**src/rtl/rlvad_pkg.sv**
```systemverilog
`default_nettype none
// ----------------------------------------------------------------------------
// rlvad_pkg
// Widths, register indexes, reset values and the result type shared by the
// rms level voice activity detector and its serial arithmetic units.
// ----------------------------------------------------------------------------
package rlvad_pkg;

	// field and state widths
	localparam int SAMPLE_W   = 16;
	localparam int SQ_W       = 2 * SAMPLE_W - 1;
	localparam int ENERGY_W   = 42;
	localparam int MAX_BUFFER = 4096;
	localparam int COUNT_W    = $clog2(MAX_BUFFER + 1);
	localparam int DIVIDEND_W = ENERGY_W + 4;
	localparam int ROOT_W     = DIVIDEND_W / 2;
	localparam int LEVEL_W    = 16;
	localparam int ALPHA_W    = 16;
	localparam int THRESH_W   = 16;
	localparam int HANG_W     = 16;
	localparam int PERIOD_W   = 10;
	localparam int INTERVAL_W = 8;
	localparam int MS_W       = 16;

	localparam logic [LEVEL_W-1:0] LEVEL_ONE = 16'h8000;

	// configuration port
	localparam int CFG_IDX_W  = 3;
	localparam int CFG_DATA_W = 16;

	localparam logic [CFG_IDX_W-1:0] REG_LEVEL_ALPHA      = 3'd0;
	localparam logic [CFG_IDX_W-1:0] REG_VOICE_THRESH     = 3'd1;
	localparam logic [CFG_IDX_W-1:0] REG_HANGOVER_MS      = 3'd2;
	localparam logic [CFG_IDX_W-1:0] REG_UPDATE_PERIOD_MS = 3'd3;
	localparam logic [CFG_IDX_W-1:0] REG_REPORT_INTERVAL  = 3'd4;

	localparam logic [ALPHA_W-1:0]    RST_LEVEL_ALPHA      = 16'd19661;
	localparam logic [THRESH_W-1:0]   RST_VOICE_THRESH     = 16'd655;
	localparam logic [HANG_W-1:0]     RST_HANGOVER_MS      = 16'd500;
	localparam logic [PERIOD_W-1:0]   RST_UPDATE_PERIOD_MS = 10'd50;
	localparam logic [INTERVAL_W-1:0] RST_REPORT_INTERVAL  = 8'd10;

	// request kinds
	localparam logic REQ_SAMPLE = 1'b0;
	localparam logic REQ_TICK   = 1'b1;

	typedef struct packed {
		logic                       pcm_valid;
		logic signed [SAMPLE_W-1:0] pcm_out;
		logic                       level_valid;
		logic [LEVEL_W-1:0]         level_out;
		logic                       level_report;
		logic                       voice_active;
		logic                       voice_changed;
	} result_t;

endpackage
`default_nettype wire

```
**src/rtl/rlvad_if.sv**
```systemverilog
`default_nettype none
// ----------------------------------------------------------------------------
// rlvad_if
// Valid/ready channels of the detector: input items, results and
// configuration writes.
// ----------------------------------------------------------------------------
interface rlvad_item_if;
	import rlvad_pkg::*;

	logic                       valid;
	logic                       ready;
	logic                       req_type;
	logic signed [SAMPLE_W-1:0] sample_value;
	logic                       last_of_buffer;

	modport source (output valid, output req_type, output sample_value,
		output last_of_buffer, input ready);
	modport sink (input valid, input req_type, input sample_value,
		input last_of_buffer, output ready);
endinterface

interface rlvad_result_if;
	import rlvad_pkg::*;

	logic                       valid;
	logic                       ready;
	logic                       pcm_valid;
	logic signed [SAMPLE_W-1:0] pcm_out;
	logic                       level_valid;
	logic [LEVEL_W-1:0]         level_out;
	logic                       level_report;
	logic                       voice_active;
	logic                       voice_changed;

	modport source (output valid, output pcm_valid, output pcm_out,
		output level_valid, output level_out, output level_report,
		output voice_active, output voice_changed, input ready);
	modport sink (input valid, input pcm_valid, input pcm_out,
		input level_valid, input level_out, input level_report,
		input voice_active, input voice_changed, output ready);
endinterface

interface rlvad_cfg_if;
	import rlvad_pkg::*;

	logic                  valid;
	logic                  ready;
	logic [CFG_IDX_W-1:0]  index;
	logic [CFG_DATA_W-1:0] data;

	modport source (output valid, output index, output data, input ready);
	modport sink (input valid, input index, input data, output ready);
endinterface
`default_nettype wire

```
**src/rtl/rlvad_sqr.sv**
```systemverilog
`default_nettype none
// ----------------------------------------------------------------------------
// rlvad_sqr
// Bit-serial squarer: one multiplier bit per cycle, shift-and-add.
// ----------------------------------------------------------------------------
module rlvad_sqr (
	input  wire logic                          clk,
	input  wire logic                          arst_n,
	input  wire logic                          start,
	input  wire logic [rlvad_pkg::SAMPLE_W-1:0] mag,
	output logic                               done,
	output logic [rlvad_pkg::SQ_W-1:0]         square
);
	import rlvad_pkg::*;

	localparam int STEPS = SAMPLE_W;
	localparam int CNT_W = $clog2(STEPS);

	logic                busy_q;
	logic                done_q;
	logic [CNT_W-1:0]    cnt_q;
	logic [SQ_W-1:0]     mcand_q;
	logic [SAMPLE_W-1:0] mplier_q;
	logic [SQ_W-1:0]     acc_q;

	always_ff @(posedge clk or negedge arst_n) begin
		if (!arst_n) begin
			busy_q   <= 1'b0;
			done_q   <= 1'b0;
			cnt_q    <= '0;
			mcand_q  <= '0;
			mplier_q <= '0;
			acc_q    <= '0;
		end else if (start) begin
			busy_q   <= 1'b1;
			done_q   <= 1'b0;
			cnt_q    <= '0;
			mcand_q  <= SQ_W'(mag);
			mplier_q <= mag;
			acc_q    <= '0;
		end else if (busy_q) begin
			if (mplier_q[0]) begin
				acc_q <= acc_q + mcand_q;
			end
			mcand_q  <= mcand_q << 1;
			mplier_q <= mplier_q >> 1;
			cnt_q    <= cnt_q + 1'b1;
			if (cnt_q == CNT_W'(STEPS - 1)) begin
				busy_q <= 1'b0;
				done_q <= 1'b1;
			end
		end else begin
			done_q <= 1'b0;
		end
	end

	assign done   = done_q;
	assign square = acc_q;

endmodule
`default_nettype wire

```
**src/rtl/rlvad_div.sv**
```systemverilog
`default_nettype none
// ----------------------------------------------------------------------------
// rlvad_div
// Restoring divider, one quotient bit per cycle. The dividend register
// shifts out at the top while quotient bits shift in at the bottom.
// ----------------------------------------------------------------------------
module rlvad_div (
	input  wire logic                            clk,
	input  wire logic                            arst_n,
	input  wire logic                            start,
	input  wire logic [rlvad_pkg::DIVIDEND_W-1:0] dividend,
	input  wire logic [rlvad_pkg::COUNT_W-1:0]    divisor,
	output logic                                 done,
	output logic [rlvad_pkg::DIVIDEND_W-1:0]     quotient
);
	import rlvad_pkg::*;

	localparam int STEPS = DIVIDEND_W;
	localparam int CNT_W = $clog2(STEPS);

	logic                  busy_q;
	logic                  done_q;
	logic [CNT_W-1:0]      cnt_q;
	logic [DIVIDEND_W-1:0] dq_q;
	logic [COUNT_W-1:0]    rem_q;
	logic [COUNT_W-1:0]    divisor_q;

	logic [COUNT_W:0] shifted;
	logic [COUNT_W:0] diff;
	logic             ge;

	always_comb begin
		shifted = {rem_q, dq_q[DIVIDEND_W-1]};
		diff    = shifted - {1'b0, divisor_q};
		ge      = shifted >= {1'b0, divisor_q};
	end

	always_ff @(posedge clk or negedge arst_n) begin
		if (!arst_n) begin
			busy_q    <= 1'b0;
			done_q    <= 1'b0;
			cnt_q     <= '0;
			dq_q      <= '0;
			rem_q     <= '0;
			divisor_q <= '0;
		end else if (start) begin
			busy_q    <= 1'b1;
			done_q    <= 1'b0;
			cnt_q     <= '0;
			dq_q      <= dividend;
			rem_q     <= '0;
			divisor_q <= divisor;
		end else if (busy_q) begin
			rem_q <= ge ? diff[COUNT_W-1:0] : shifted[COUNT_W-1:0];
			dq_q  <= {dq_q[DIVIDEND_W-2:0], ge};
			cnt_q <= cnt_q + 1'b1;
			if (cnt_q == CNT_W'(STEPS - 1)) begin
				busy_q <= 1'b0;
				done_q <= 1'b1;
			end
		end else begin
			done_q <= 1'b0;
		end
	end

	assign done     = done_q;
	assign quotient = dq_q;

endmodule
`default_nettype wire

```
**src/rtl/rlvad_sqrt.sv**
```systemverilog
`default_nettype none
// ----------------------------------------------------------------------------
// rlvad_sqrt
// Digit-by-digit integer square root: two radicand bits per cycle, one
// root bit per cycle, result is the floor of the square root.
// ----------------------------------------------------------------------------
module rlvad_sqrt (
	input  wire logic                            clk,
	input  wire logic                            arst_n,
	input  wire logic                            start,
	input  wire logic [rlvad_pkg::DIVIDEND_W-1:0] radicand,
	output logic                                 done,
	output logic [rlvad_pkg::ROOT_W-1:0]         root
);
	import rlvad_pkg::*;

	localparam int STEPS = ROOT_W;
	localparam int CNT_W = $clog2(STEPS);
	localparam int REM_W = ROOT_W + 2;

	logic                  busy_q;
	logic                  done_q;
	logic [CNT_W-1:0]      cnt_q;
	logic [DIVIDEND_W-1:0] x_q;
	logic [REM_W-1:0]      rem_q;
	logic [ROOT_W-1:0]     root_q;

	logic [REM_W+1:0] shifted;
	logic [REM_W+1:0] trial;
	logic [REM_W+1:0] diff;
	logic             ge;

	always_comb begin
		shifted = {rem_q, x_q[DIVIDEND_W-1 -: 2]};
		trial   = {2'b00, root_q, 2'b01};
		diff    = shifted - trial;
		ge      = shifted >= trial;
	end

	always_ff @(posedge clk or negedge arst_n) begin
		if (!arst_n) begin
			busy_q <= 1'b0;
			done_q <= 1'b0;
			cnt_q  <= '0;
			x_q    <= '0;
			rem_q  <= '0;
			root_q <= '0;
		end else if (start) begin
			busy_q <= 1'b1;
			done_q <= 1'b0;
			cnt_q  <= '0;
			x_q    <= radicand;
			rem_q  <= '0;
			root_q <= '0;
		end else if (busy_q) begin
			// remainder stays below twice the root plus one
			rem_q  <= ge ? diff[REM_W-1:0] : shifted[REM_W-1:0];
			root_q <= {root_q[ROOT_W-2:0], ge};
			x_q    <= {x_q[DIVIDEND_W-3:0], 2'b00};
			cnt_q  <= cnt_q + 1'b1;
			if (cnt_q == CNT_W'(STEPS - 1)) begin
				busy_q <= 1'b0;
				done_q <= 1'b1;
			end
		end else begin
			done_q <= 1'b0;
		end
	end

	assign done = done_q;
	assign root = root_q;

endmodule
`default_nettype wire

```
**src/rtl/rlvad_smooth.sv**
```systemverilog
`default_nettype none
// ----------------------------------------------------------------------------
// rlvad_smooth
// Exponential smoothing step old*(1-alpha) + level*alpha, formed bit-serially
// over the alpha bits and floored to Q1.15.
// ----------------------------------------------------------------------------
module rlvad_smooth (
	input  wire logic                         clk,
	input  wire logic                         arst_n,
	input  wire logic                         start,
	input  wire logic [rlvad_pkg::LEVEL_W-1:0] old_level,
	input  wire logic [rlvad_pkg::LEVEL_W-1:0] new_level,
	input  wire logic [rlvad_pkg::ALPHA_W-1:0] alpha,
	output logic                              done,
	output logic [rlvad_pkg::LEVEL_W-1:0]     level
);
	import rlvad_pkg::*;

	localparam int STEPS = ALPHA_W + 1;
	localparam int CNT_W = $clog2(STEPS);
	localparam int ACC_W = LEVEL_W + ALPHA_W;

	logic               busy_q;
	logic               done_q;
	logic [CNT_W-1:0]   cnt_q;
	logic [ALPHA_W:0]   alpha_q;
	logic [ALPHA_W:0]   beta_q;
	logic [ACC_W-1:0]   old_q;
	logic [ACC_W-1:0]   new_q;
	logic [ACC_W-1:0]   acc_q;

	logic [ALPHA_W:0] beta;
	logic [ACC_W-1:0] part_old;
	logic [ACC_W-1:0] part_new;

	always_comb begin
		beta     = {1'b1, {ALPHA_W{1'b0}}} - {1'b0, alpha};
		part_old = beta_q[0] ? old_q : '0;
		part_new = alpha_q[0] ? new_q : '0;
	end

	always_ff @(posedge clk or negedge arst_n) begin
		if (!arst_n) begin
			busy_q  <= 1'b0;
			done_q  <= 1'b0;
			cnt_q   <= '0;
			alpha_q <= '0;
			beta_q  <= '0;
			old_q   <= '0;
			new_q   <= '0;
			acc_q   <= '0;
		end else if (start) begin
			busy_q  <= 1'b1;
			done_q  <= 1'b0;
			cnt_q   <= '0;
			alpha_q <= {1'b0, alpha};
			beta_q  <= beta;
			old_q   <= ACC_W'(old_level);
			new_q   <= ACC_W'(new_level);
			acc_q   <= '0;
		end else if (busy_q) begin
			// partial sums never pass the final total, at most one in Q1.31
			acc_q   <= acc_q + part_old + part_new;
			old_q   <= old_q << 1;
			new_q   <= new_q << 1;
			alpha_q <= alpha_q >> 1;
			beta_q  <= beta_q >> 1;
			cnt_q   <= cnt_q + 1'b1;
			if (cnt_q == CNT_W'(STEPS - 1)) begin
				busy_q <= 1'b0;
				done_q <= 1'b1;
			end
		end else begin
			done_q <= 1'b0;
		end
	end

	assign done  = done_q;
	assign level = acc_q[ACC_W-1:ALPHA_W];

endmodule
`default_nettype wire

```
**src/rtl/rms_level_voice_activity_detector.sv**
```systemverilog
`default_nettype none
// ----------------------------------------------------------------------------
// rms_level_voice_activity_detector
// Energy voice activity detector with hangover for Q1.15 mono audio. Every
// accepted transaction gives exactly one result. An audio sample returns its
// PCM value one step toward zero and adds its square to the buffer energy; a
// sample that ends a buffer (last_of_buffer, or the MAX_BUFFER-th sample)
// also updates the smoothed level min(1.0, 3*rms) and may raise the periodic
// report flag. A tick updates the voice decision against the voice threshold
// and the hangover time. One item is worked at a time: a tick is decided in
// the tick state, a sample waits on the 16-step serial squarer, and a buffer
// end also on the 46-step serial divider, the 23-step square root and the
// 17-step smoothing multiply in series. The result register lets the next
// transaction be accepted while a result still waits to be taken.
// Configuration writes are taken in any cycle and act as soon as written.
// ----------------------------------------------------------------------------
module rms_level_voice_activity_detector (
	input  wire logic      clk,
	input  wire logic      arst_n,
	rlvad_item_if.sink     item,
	rlvad_result_if.source result,
	rlvad_cfg_if.sink      cfg
);
	import rlvad_pkg::*;

	localparam logic [2:0] S_IDLE   = 3'd0;
	localparam logic [2:0] S_SQR    = 3'd1;
	localparam logic [2:0] S_ACC    = 3'd2;
	localparam logic [2:0] S_DIV    = 3'd3;
	localparam logic [2:0] S_SQRT   = 3'd4;
	localparam logic [2:0] S_SMOOTH = 3'd5;
	localparam logic [2:0] S_TICK   = 3'd6;
	localparam logic [2:0] S_OUT    = 3'd7;

	logic [2:0] state_q;

	// configuration
	logic [ALPHA_W-1:0]    alpha_q;
	logic [THRESH_W-1:0]   thresh_q;
	logic [HANG_W-1:0]     hang_q;
	logic [PERIOD_W-1:0]   period_q;
	logic [INTERVAL_W-1:0] interval_q;

	// detector state
	logic [ENERGY_W-1:0]   energy_q;
	logic [COUNT_W-1:0]    count_q;
	logic [LEVEL_W-1:0]    smoothed_q;
	logic [INTERVAL_W-1:0] since_report_q;
	logic                  flag_q;
	logic [MS_W-1:0]       ms_q;

	logic    last_q;
	logic    end_q;
	result_t res_q;
	result_t out_q;
	logic    out_vld_q;
	logic    out_load;

	// serial units
	logic                  sqr_start;
	logic                  sqr_done;
	logic [SQ_W-1:0]       sqr_value;
	logic                  div_start;
	logic                  div_done;
	logic [DIVIDEND_W-1:0] dividend;
	logic [DIVIDEND_W-1:0] quotient;
	logic                  sqrt_start;
	logic                  sqrt_done;
	logic [ROOT_W-1:0]     root;
	logic                  smooth_start;
	logic                  smooth_done;
	logic [LEVEL_W-1:0]    smooth_level;
	logic [LEVEL_W-1:0]    level_clamped;

	logic                       item_take;
	logic signed [SAMPLE_W-1:0] s_in;
	logic signed [SAMPLE_W-1:0] pcm_conv;
	logic [SAMPLE_W-1:0]        sample_mag;
	logic [ENERGY_W:0]          energy_sum;
	logic [ENERGY_W-1:0]        energy_sat;
	logic [COUNT_W-1:0]         count_inc;
	logic [INTERVAL_W-1:0]      since_inc;
	logic                       report_now;
	logic [MS_W:0]              ms_sum;
	logic [MS_W-1:0]            ms_sat;
	result_t                    res_final;

	assign item.ready = (state_q == S_IDLE);
	assign cfg.ready  = 1'b1;
	assign item_take  = item.valid && item.ready;
	assign out_load   = (state_q == S_OUT) && (!out_vld_q || result.ready);

	always_comb begin
		s_in = item.sample_value;
		if (s_in > 0) begin
			pcm_conv = s_in - 16'sd1;
		end else if (s_in < 0) begin
			pcm_conv = s_in + 16'sd1;
		end else begin
			pcm_conv = '0;
		end
		sample_mag = s_in[SAMPLE_W-1] ? (~$unsigned(s_in) + 1'b1) : $unsigned(s_in);

		energy_sum = {1'b0, energy_q} + (ENERGY_W + 1)'(sqr_value);
		energy_sat = energy_sum[ENERGY_W] ? '1 : energy_sum[ENERGY_W-1:0];
		count_inc  = count_q + 1'b1;

		// nine times the energy, as 8x + x
		dividend = DIVIDEND_W'({energy_q, 3'b000}) + DIVIDEND_W'(energy_q);

		level_clamped = (root > ROOT_W'(LEVEL_ONE)) ? LEVEL_ONE : root[LEVEL_W-1:0];

		since_inc  = since_report_q + 1'b1;
		report_now = since_inc >= interval_q;

		ms_sum = {1'b0, ms_q} + (MS_W + 1)'(period_q);
		ms_sat = ms_sum[MS_W] ? '1 : ms_sum[MS_W-1:0];

		res_final              = res_q;
		res_final.level_out    = smoothed_q;
		res_final.voice_active = flag_q;
	end

	assign sqr_start    = item_take && (item.req_type == REQ_SAMPLE);
	assign div_start    = (state_q == S_ACC) && end_q;
	assign sqrt_start   = (state_q == S_DIV) && div_done;
	assign smooth_start = (state_q == S_SQRT) && sqrt_done;

	rlvad_sqr u_sqr (
		.clk    (clk),
		.arst_n (arst_n),
		.start  (sqr_start),
		.mag    (sample_mag),
		.done   (sqr_done),
		.square (sqr_value)
	);

	rlvad_div u_div (
		.clk      (clk),
		.arst_n   (arst_n),
		.start    (div_start),
		.dividend (dividend),
		.divisor  (count_q),
		.done     (div_done),
		.quotient (quotient)
	);

	rlvad_sqrt u_sqrt (
		.clk      (clk),
		.arst_n   (arst_n),
		.start    (sqrt_start),
		.radicand (quotient),
		.done     (sqrt_done),
		.root     (root)
	);

	rlvad_smooth u_smooth (
		.clk       (clk),
		.arst_n    (arst_n),
		.start     (smooth_start),
		.old_level (smoothed_q),
		.new_level (level_clamped),
		.alpha     (alpha_q),
		.done      (smooth_done),
		.level     (smooth_level)
	);

	always_ff @(posedge clk or negedge arst_n) begin
		if (!arst_n) begin
			state_q        <= S_IDLE;
			alpha_q        <= RST_LEVEL_ALPHA;
			thresh_q       <= RST_VOICE_THRESH;
			hang_q         <= RST_HANGOVER_MS;
			period_q       <= RST_UPDATE_PERIOD_MS;
			interval_q     <= RST_REPORT_INTERVAL;
			energy_q       <= '0;
			count_q        <= '0;
			smoothed_q     <= '0;
			since_report_q <= '0;
			flag_q         <= 1'b0;
			ms_q           <= '0;
			last_q         <= 1'b0;
			end_q          <= 1'b0;
			res_q          <= '0;
			out_q          <= '0;
			out_vld_q      <= 1'b0;
		end else begin
			if (cfg.valid && cfg.ready) begin
				unique case (cfg.index)
					REG_LEVEL_ALPHA:      alpha_q    <= cfg.data[ALPHA_W-1:0];
					REG_VOICE_THRESH:     thresh_q   <= cfg.data[THRESH_W-1:0];
					REG_HANGOVER_MS:      hang_q     <= cfg.data[HANG_W-1:0];
					REG_UPDATE_PERIOD_MS: period_q   <= cfg.data[PERIOD_W-1:0];
					REG_REPORT_INTERVAL:  interval_q <= cfg.data[INTERVAL_W-1:0];
					default: ;
				endcase
			end

			if (out_load) begin
				out_vld_q <= 1'b1;
			end else if (result.ready) begin
				out_vld_q <= 1'b0;
			end

			unique case (state_q)
				S_IDLE: begin
					if (item_take) begin
						res_q <= '0;
						if (item.req_type == REQ_TICK) begin
							state_q <= S_TICK;
						end else begin
							res_q.pcm_valid <= 1'b1;
							res_q.pcm_out   <= pcm_conv;
							last_q          <= item.last_of_buffer;
							state_q         <= S_SQR;
						end
					end
				end
				S_SQR: begin
					if (sqr_done) begin
						energy_q <= energy_sat;
						count_q  <= count_inc;
						end_q    <= last_q || (count_inc == COUNT_W'(MAX_BUFFER));
						state_q  <= S_ACC;
					end
				end
				S_ACC: begin
					if (end_q) begin
						// divider has latched its operands on this edge
						energy_q <= '0;
						count_q  <= '0;
						state_q  <= S_DIV;
					end else begin
						state_q <= S_OUT;
					end
				end
				S_DIV: begin
					if (div_done) begin
						state_q <= S_SQRT;
					end
				end
				S_SQRT: begin
					if (sqrt_done) begin
						state_q <= S_SMOOTH;
					end
				end
				S_SMOOTH: begin
					if (smooth_done) begin
						smoothed_q         <= smooth_level;
						since_report_q     <= report_now ? '0 : since_inc;
						res_q.level_valid  <= 1'b1;
						res_q.level_report <= report_now;
						state_q            <= S_OUT;
					end
				end
				S_TICK: begin
					if (smoothed_q > thresh_q) begin
						ms_q <= '0;
						if (!flag_q) begin
							flag_q              <= 1'b1;
							res_q.voice_changed <= 1'b1;
						end
					end else begin
						ms_q <= ms_sat;
						if (flag_q && (ms_sat > hang_q)) begin
							flag_q              <= 1'b0;
							res_q.voice_changed <= 1'b1;
						end
					end
					state_q <= S_OUT;
				end
				S_OUT: begin
					if (out_load) begin
						out_q   <= res_final;
						state_q <= S_IDLE;
					end
				end
				default: state_q <= S_IDLE;
			endcase
		end
	end

	assign result.valid         = out_vld_q;
	assign result.pcm_valid     = out_q.pcm_valid;
	assign result.pcm_out       = out_q.pcm_out;
	assign result.level_valid   = out_q.level_valid;
	assign result.level_out     = out_q.level_out;
	assign result.level_report  = out_q.level_report;
	assign result.voice_active  = out_q.voice_active;
	assign result.voice_changed = out_q.voice_changed;

`ifndef SYNTH
	a_report_needs_level: assert property (@(posedge clk) disable iff (!arst_n)
		out_vld_q |-> (!out_q.level_report || out_q.level_valid))
		else $error("level report without level update");

	a_tick_or_sample: assert property (@(posedge clk) disable iff (!arst_n)
		out_vld_q |-> !(out_q.pcm_valid && out_q.voice_changed))
		else $error("voice change reported on an audio sample");

	a_level_range: assert property (@(posedge clk) disable iff (!arst_n)
		smoothed_q <= LEVEL_ONE)
		else $error("smoothed level above one");

	a_count_bound: assert property (@(posedge clk) disable iff (!arst_n)
		(state_q == S_IDLE) |-> (count_q < COUNT_W'(MAX_BUFFER)))
		else $error("buffer count reached limit without ending the buffer");

	a_take_leaves_idle: assert property (@(posedge clk) disable iff (!arst_n)
		item_take |=> (state_q != S_IDLE))
		else $error("accepted transaction not processed");
`endif

endmodule
`default_nettype wire
```
**src/flat_wrapper.sv**
```systemverilog
// flat-port wrapper written by rule: the top's interface ports become plain ports
module rms_level_voice_activity_detector_flat import rlvad_pkg::*;
  (clk, arst_n, item_valid, item_req_type, item_sample_value, item_last_of_buffer, item_ready, result_valid, result_pcm_valid, result_pcm_out, result_level_valid, result_level_out, result_level_report, result_voice_active, result_voice_changed, result_ready, cfg_valid, cfg_index, cfg_data, cfg_ready);
  rlvad_item_if item_i ();
  rlvad_result_if result_i ();
  rlvad_cfg_if cfg_i ();
  input  wire logic clk;
  input  wire logic arst_n;
  input wire logic [$bits(item_i.valid)-1:0] item_valid;
  input wire logic [$bits(item_i.req_type)-1:0] item_req_type;
  input wire logic [$bits(item_i.sample_value)-1:0] item_sample_value;
  input wire logic [$bits(item_i.last_of_buffer)-1:0] item_last_of_buffer;
  output wire logic [$bits(item_i.ready)-1:0] item_ready;
  output wire logic [$bits(result_i.valid)-1:0] result_valid;
  output wire logic [$bits(result_i.pcm_valid)-1:0] result_pcm_valid;
  output wire logic [$bits(result_i.pcm_out)-1:0] result_pcm_out;
  output wire logic [$bits(result_i.level_valid)-1:0] result_level_valid;
  output wire logic [$bits(result_i.level_out)-1:0] result_level_out;
  output wire logic [$bits(result_i.level_report)-1:0] result_level_report;
  output wire logic [$bits(result_i.voice_active)-1:0] result_voice_active;
  output wire logic [$bits(result_i.voice_changed)-1:0] result_voice_changed;
  input wire logic [$bits(result_i.ready)-1:0] result_ready;
  input wire logic [$bits(cfg_i.valid)-1:0] cfg_valid;
  input wire logic [$bits(cfg_i.index)-1:0] cfg_index;
  input wire logic [$bits(cfg_i.data)-1:0] cfg_data;
  output wire logic [$bits(cfg_i.ready)-1:0] cfg_ready;
  assign item_i.valid = item_valid;
  assign item_i.req_type = item_req_type;
  assign item_i.sample_value = item_sample_value;
  assign item_i.last_of_buffer = item_last_of_buffer;
  assign item_ready = item_i.ready;
  assign result_valid = result_i.valid;
  assign result_pcm_valid = result_i.pcm_valid;
  assign result_pcm_out = result_i.pcm_out;
  assign result_level_valid = result_i.level_valid;
  assign result_level_out = result_i.level_out;
  assign result_level_report = result_i.level_report;
  assign result_voice_active = result_i.voice_active;
  assign result_voice_changed = result_i.voice_changed;
  assign result_i.ready = result_ready;
  assign cfg_i.valid = cfg_valid;
  assign cfg_i.index = cfg_index;
  assign cfg_i.data = cfg_data;
  assign cfg_ready = cfg_i.ready;
  rms_level_voice_activity_detector u_core (.clk(clk), .arst_n(arst_n), .item(item_i), .result(result_i), .cfg(cfg_i));
endmodule
```
**config.mk**
```make
export PLATFORM = sky130hd
export DESIGN_NAME = rms_level_voice_activity_detector_flat
export DESIGN_NICKNAME = d
export VERILOG_FILES = /design/src/rtl/rlvad_pkg.sv /design/src/rtl/rlvad_if.sv /design/src/rtl/rlvad_sqr.sv /design/src/rtl/rlvad_div.sv /design/src/rtl/rlvad_sqrt.sv /design/src/rtl/rlvad_smooth.sv /design/src/rtl/rms_level_voice_activity_detector.sv /design/src/flat_wrapper.sv
export SDC_FILE = /design/constraint.sdc
export NUM_CORES = 2
export LEC_CHECK = 0
export ABC_AREA = 1
export BUFFER_PORTS_ARGS = -buffer_cell sky130_fd_sc_hd__clkbuf_2
export CAP_MARGIN = 25
export CORE_AREA = 2 2 278 307
export CTS_CLUSTER_DIAMETER = 40
export DETAILED_ROUTE_END_ITERATION = 10
export DIE_AREA = 0 0 280 309
export GPL_ROUTABILITY_DRIVEN = 0
export MAX_ROUTING_LAYER = met4
export PLACE_DENSITY = 0.66
export REMOVE_ABC_BUFFERS = 1
export SYNTH_ARGS = -nofsm -noshare
export SYNTH_HDL_FRONTEND = slang
export SYNTH_SLANG_ARGS = --single-unit
```
**constraint.sdc**
```tcl
create_clock -name clk -period 2.9 [get_ports clk]
set_clock_uncertainty 0.05 [all_clocks]
set_input_delay 0.29 -clock clk [delete_from_list [all_inputs] [get_ports clk]]
set_output_delay 0.29 -clock clk [all_outputs]
set_load 0.05 [all_outputs]
```
Word level (Yosys, flattened, before mapping)
Cells that the tools add are included.
Operators by class
  equality and inequality tests: 29
  reductions and logical operators: 38
  magnitude comparators: 8
  bitwise gates (word level): 2
  multiplexer cells: 100
  add/sub/neg operators: 18
Operator list (number)
  32-bit two-way mux: 8
  46-bit two-way mux: 4
  31-bit two-way mux: 5
  16-bit two-way mux: 8
  42-bit two-way mux: 3
  17-bit two-way mux: 5
  42-bit case mux with 2 select lines: 1
  25-bit two-way mux: 3
  13-bit two-way mux: 5
  32-bit adder: 2
  45-bit by 42-bit adder with 46-bit output: 1
  23-bit two-way mux: 2
  42-bit by 31-bit adder with 43-bit output: 1
  1-bit two-way mux: 33
  16-bit > comparator: 2
  31-bit adder: 1
  27-bit by 25-bit greater-or-equal comparator with 1-bit output: 1
  13-bit case mux with 2 select lines: 1
  25-bit subtractor: 1
  3-bit two-way mux: 8
  3-bit case mux with 8 select lines: 1
  23-bit by 16-bit > comparator with 1-bit output, second input constant: 1
  2-bit AND reduction: 11
  20-bit two-way mux: 1
  41 further kinds: 86
Storage, ports and cells
  logic and storage cells: 248
  register bits after elaboration: 627

Longest topological paths before layout
  word-level depth: 7
  gate-level depth with buffers: 24

By module
A second synthesis with hierarchy kept.
Unflattened totals
  cell total of the unflattened synthesis: 6176
  area, all modules: 43259.0 µm²
By module, submodules not included
  rms_level_voice_activity_detector: cells each 2684, area each 17912.2 µm², times used 1
  rlvad_smooth: cells each 1262, area each 9140.0 µm², times used 1
  rlvad_sqrt: cells each 888, area each 6257.3 µm², times used 1
  rlvad_sqr: cells each 791, area each 5610.4 µm², times used 1
  rlvad_div: cells each 551, area each 4339.2 µm², times used 1

Worst setup path before layout
No wires, ideal clock.
  kind: reg2reg
  start: register u_core.ms_q[0]
  end: register u_core.res_q, in the netlist u_core.res_final[0]
  slack: 0.014 ns
  path buffers: 0
  arrival time: 2.719 ns
  stages on the path, launching flop included: 22
  clock period less this slack: 2.886 ns
  path through: dfrtp_1 ha_1 fa_1 nand3_1 nand2_1 nand3_1 o211ai_1 nand2_1 inv_1 or2_2 ha_1 nand2_1 o21ai_0 nand2_1 nand2_1 nand2_1 nand2_1 nand2_1 nand3_1 nand2_1 nand2_1 nand2_1
On the way
  cells in the longest elaborated chain, start to end: 6
Ends and longest elaborated chain
  start: declaration: line rms_level_voice_activity_detector.sv:50  | logic [MS_W-1:0] ms_q;
  start signal: assignment: line rms_level_voice_activity_detector.sv:264  | ms_q <= ms_sat;
  16-bit by 10-bit adder with 17-bit output: line rms_level_voice_activity_detector.sv:116  | ms_sum = {1'b0, ms_q} + (MS_W + 1)'(period_q);
  16-bit two-way mux: line rms_level_voice_activity_detector.sv:117  | ms_sat = ms_sum[MS_W] ? '1 : ms_sum[MS_W-1:0];
  16-bit > comparator: line rms_level_voice_activity_detector.sv:265  | if (flag_q && (ms_sat > hang_q)) begin
  1-bit logical AND: line rms_level_voice_activity_detector.sv:265
  3-bit by 1-bit != test with 1-bit output (no line)
  4-bit AND reduction (no line)
  end: declaration: line rms_level_voice_activity_detector.sv:54  | result_t res_q;
Every way passes these cells.
A chain may end at the register's enable or synchronous reset.

Worst setup path after layout
Ends and elaborated chain as after synthesis.

==> key figures <==
Final layout
  • Area of the multi-input gates: 0.0225 mm²
  • Area delta synth->final: 16.8%
  • Non-filler cells, final: between 7000 and 8000
  • Final Net Count: 6214
  • Share of cells above drive strength 1: a little under an eighth
  • ANT cells: 0
  • FILL cells: just under 8000
  • Register Area: approximately 0.016 mm²
  • Final instance area: 0.0483 mm²

Clock tree
  • Clk root buf: clkbuf_16
  • Clk Latency, worst-skew pair: 0.67 ns
  • H-Tree Depth: 3
  • Clock slew at reported path FFs: roughly 0.06 ns
  • CTS tree: yes
  • # clock sinks: 626
  • Max clock buf depth: 3
  • Inserted Clock Buffers: 99

Die
  • Die area: between 0.08 and 0.09 mm²
  • Chip height: 309 µm
  • Initial Util: approximately half
  • Io pins: 82
  • Width of the die: about 280 µm
  • Std cell rows: between 100 and 150
  • Core area: approximately 0.083 mm²

Place
  • Placed cells: approximately 6800
  • Port-buffer cells: 80
  • Final HPWL DP: ~86 mm
  • Placed cell areas: around 0.043 mm²

Timing
  • Final Hold Viols: 0
  • Final period util: 105%
  • Setup violators final: 2
  • RSZ-0062 raised after global routing: yes
  • FMAX: 330 MHz
  • Final Slew Violations: 0
  • Worst slew margin: between 30% and 40%
  • Final setup margin: -0.135 ns
  • Tmin final: between 3 and 4 ns
  • Slew @ Worst Pin: roughly 0.99 ns

Yosys
  • Cell count after synthesis: approximately 5700
  • Mapped Area: 0.0413 mm²
  • Area leader, netlist: dfrtp_1
  • Library cells used by synthesis: 61
  • #FFs+latches synth: 626
  • Largest cells by area after synthesis: dfrtp_1 36%, nand2_1 16%, inv_1 7.5%
  • Sequential fraction of the synthesis area: between 30 and 40%
  • Post-synth top cells: 1729 x nand2_1, 831 x inv_1, 601 x dfrtp_1
  • Synth Flop Type: dfrtp_1
  • Synth async-reset ratio: 100%
  • EDFF count, synth: 0
  • Synth warn: 0
  • Most common cell in the netlist: nand2_1
  • Syn avg cell area: 7.21 µm²
  • Synth top area share: 36.4%

Route
  • Vias per cell: approximately 5.5
  • Post-Route WL: 117 mm
  • DR DRC count: 0
  • Iteration-0 DRC Markers: 2776
  • Wirelength per Cell: 16.5 µm
  • Via count: 38500
  • DR pass1 iterations: 6
  • ANT nets after route: 0

Power
  • Sw Ratio: roughly two fifths
  • Reg power frac: just over 30%
  • Combinational power share: 34.5%
  • Sw power: between 10 and 15 mW
  • Leak: 24.7 nW
  • Clock share of power: around a third
  • Peak VDD IR: roughly 0.76 mV
  • P_int: roughly 23 mW
  • Total power: 37.4 mW
  • Pwr dens: approximately 780 mW/mm²

Setup path
  • R2R Setup Slk: -0.13 ns
  • Critical path required time: 3.41 ns
  • Worst setup path endpoint: u_core.res_final[0]
  • Worst Path Arrival: around 3.5 ns
  • R2r startpoint: u_core.ms_q[0]
  • Crit path capture type: flip-flop
  • Critical path fanouts, max: 3
  • Crit path from: u_core.ms_q[0]
  • Reg-to-Reg End: u_core.res_final[0]
  • CP startpoint kind: flip-flop
  • Critical setup path kind: reg -> reg
  • R2R depth: 21

Worst hold path
  • Hold path depth: 4
  • Hold crit path type: in -> reg

Global route
  • First-pass GRT wire length: ~190 mm
  • Grt ovf: 0
  • GR Util All Layers: roughly 28%
  • Largest net degree at the start of global routing: 83
  • Vias in the first global route: between 30000 and 40000
  • Initial antenna violation count: 0

Job
  • Max Cap Violations: 0

Run status
  • Status: complete, but fails checks
  • Failing checks: negative setup slack
==> cell usage in the layout, fill, tap and decap left out, types with 47 or more instances in the layout <==
cell type / instances
a21oi_1: 277
buf_4: 127
clkbuf_16: 100
clkbuf_2: 79
dfrtp_1: 599
ha_1: 194
inv_1: 826
nand2_1: 1694
nand2_2: 47
nand3_1: 289
nand4_1: 57
nor2_1: 360
nor3_1: 57
o211ai_1: 64
o21ai_0: 383
o221ai_1: 57
o22ai_1: 125
xor2_1: 67
==> critical path: stages, from the launching register on <==
cell and delay (ns):
dfrtp_1 0.38, ha_2 0.20, fa_2 0.36, nand3_2 0.08, nand2_2 0.08, buf_6 0.13, nand2_2 0.04, o211ai_1 0.11
buf_4 0.16, or2_2 0.27, nand3_2 0.08, ha_1 0.25, nand2_1 0.10, nor2_2 0.06, nand2_2 0.07, inv_2 0.06
a31oi_4 0.13, nand2_2 0.09, nand3_2 0.08, nand2_1 0.05, nand2_1 0.05, nand2_1 0.04
==> layer usage <==
metal	up-vias	global-route usage, %	share of wire (%)
li1	19000	-	-
met5	-	-	0
met4	0	9.60	3.2
met3	240	3.00	4.5
met2	969	46.8	48
met1	18300	35.0	44
==> repair_timing <==
item	CTS	global route
gates cloned	1	0
buffers inserted	6	9
hold buffers	16	0
pin swaps	31	31
endpoints found under the hold margin	126	0
gates resized for setup	67	130
setup endpoints to repair	14	30
==> how the worst min path moves through the flow <==
stage	startpoint	endpoint	slack, ns
global route	item_sample_value[3]	u_core.res_final[23]	0.04
CTS	cfg_data[4]	u_core.thresh_q[4]	0.0002
finish	item_req_type	u_core.state_q[0]	0.03
global placement	arst_n	u_core.thresh_q[12]	0.24
floorplan	arst_n	u_core.alpha_q[12]	-0.06
detailed placement	arst_n	u_core.thresh_q[12]	0.24
==> area by class of cell <==
type / instances / share of cell area [%]
Inverter: 852 / 6.65
Clock buffer: 113 / 5.41
Multi-Input combinational cell: 4082 / 46.5
Timing Repair Buffer: 244 / 3.92
Sequential cell: 626 / 32.5
Tap cell: 1073 / 2.78
Clock inverter: 73 / 2.18
==> power by group through the flow <==
| stage | combinational, mW | sequential, mW | clock, mW |
|---|---|---|---|
| after floorplan | 8.46 | 11.7 | 0 |
| after global placement | 12.0 | 11.8 | 0 |
| after detailed placement | 12.2 | 11.8 | 0 |
| after CTS | 12.6 | 11.7 | 13.0 |
| after global routing | 14.6 | 11.8 | 13.4 |
| final | 12.9 | 11.7 | 12.9 |
==> sequential cells by signal (all words and copies together), names as in the netlist, 17 cells and up <==
register                cells
u_core.u_smooth.acc_q      32
u_core.res_final           20
u_core.u_sqr.square        31
u_core.u_div.quotient      46
u_core.u_smooth.beta_q     17
u_core.u_smooth.new_q      32
u_core.energy_q            42
u_core.u_sqrt.x_q          46
u_core.u_sqr.mcand_q       31
u_core.u_sqrt.rem_q        25
u_core.u_smooth.old_q      32
u_core.u_sqrt.root         23
==> cell families (layout without fill, tap and decap cells) <==
logic type | after synthesis | count (layout) | synth area share, %
AND/OR/NAND/NOR | 2649 | 2649 | 26.6
AO/OA/AOI/OAI | 1066 | 1066 | 14.8
buffers and inverters | 1021 | 1282 | 9.68
flip-flops | 626 | 626 | 38.0
adder cells (fa/ha/maj) | 267 | 267 | 8.76
XOR/XNOR | 96 | 96 | 2.03
multiplexers | 3 | 3 | 0.0817
other | 1 | 1 | 0.00908
==> per-stage QoR <==
stage	util, %	setup TNS [ns]	setup slack, ns	hold slack [ns]
floorplan	-	-135.60	-1.13	-0.0556
global placement	52.2	-0.602	-0.292	0.239
detailed placement	52.2	-0.585	-0.277	0.243
CTS	57.2	-0.115	-0.0672	0.000191
global route	58.0	-0.736	-0.266	0.0371
finish	58.0	-0.252	-0.135	0.0321
Power figures use the tool's default switching activity.
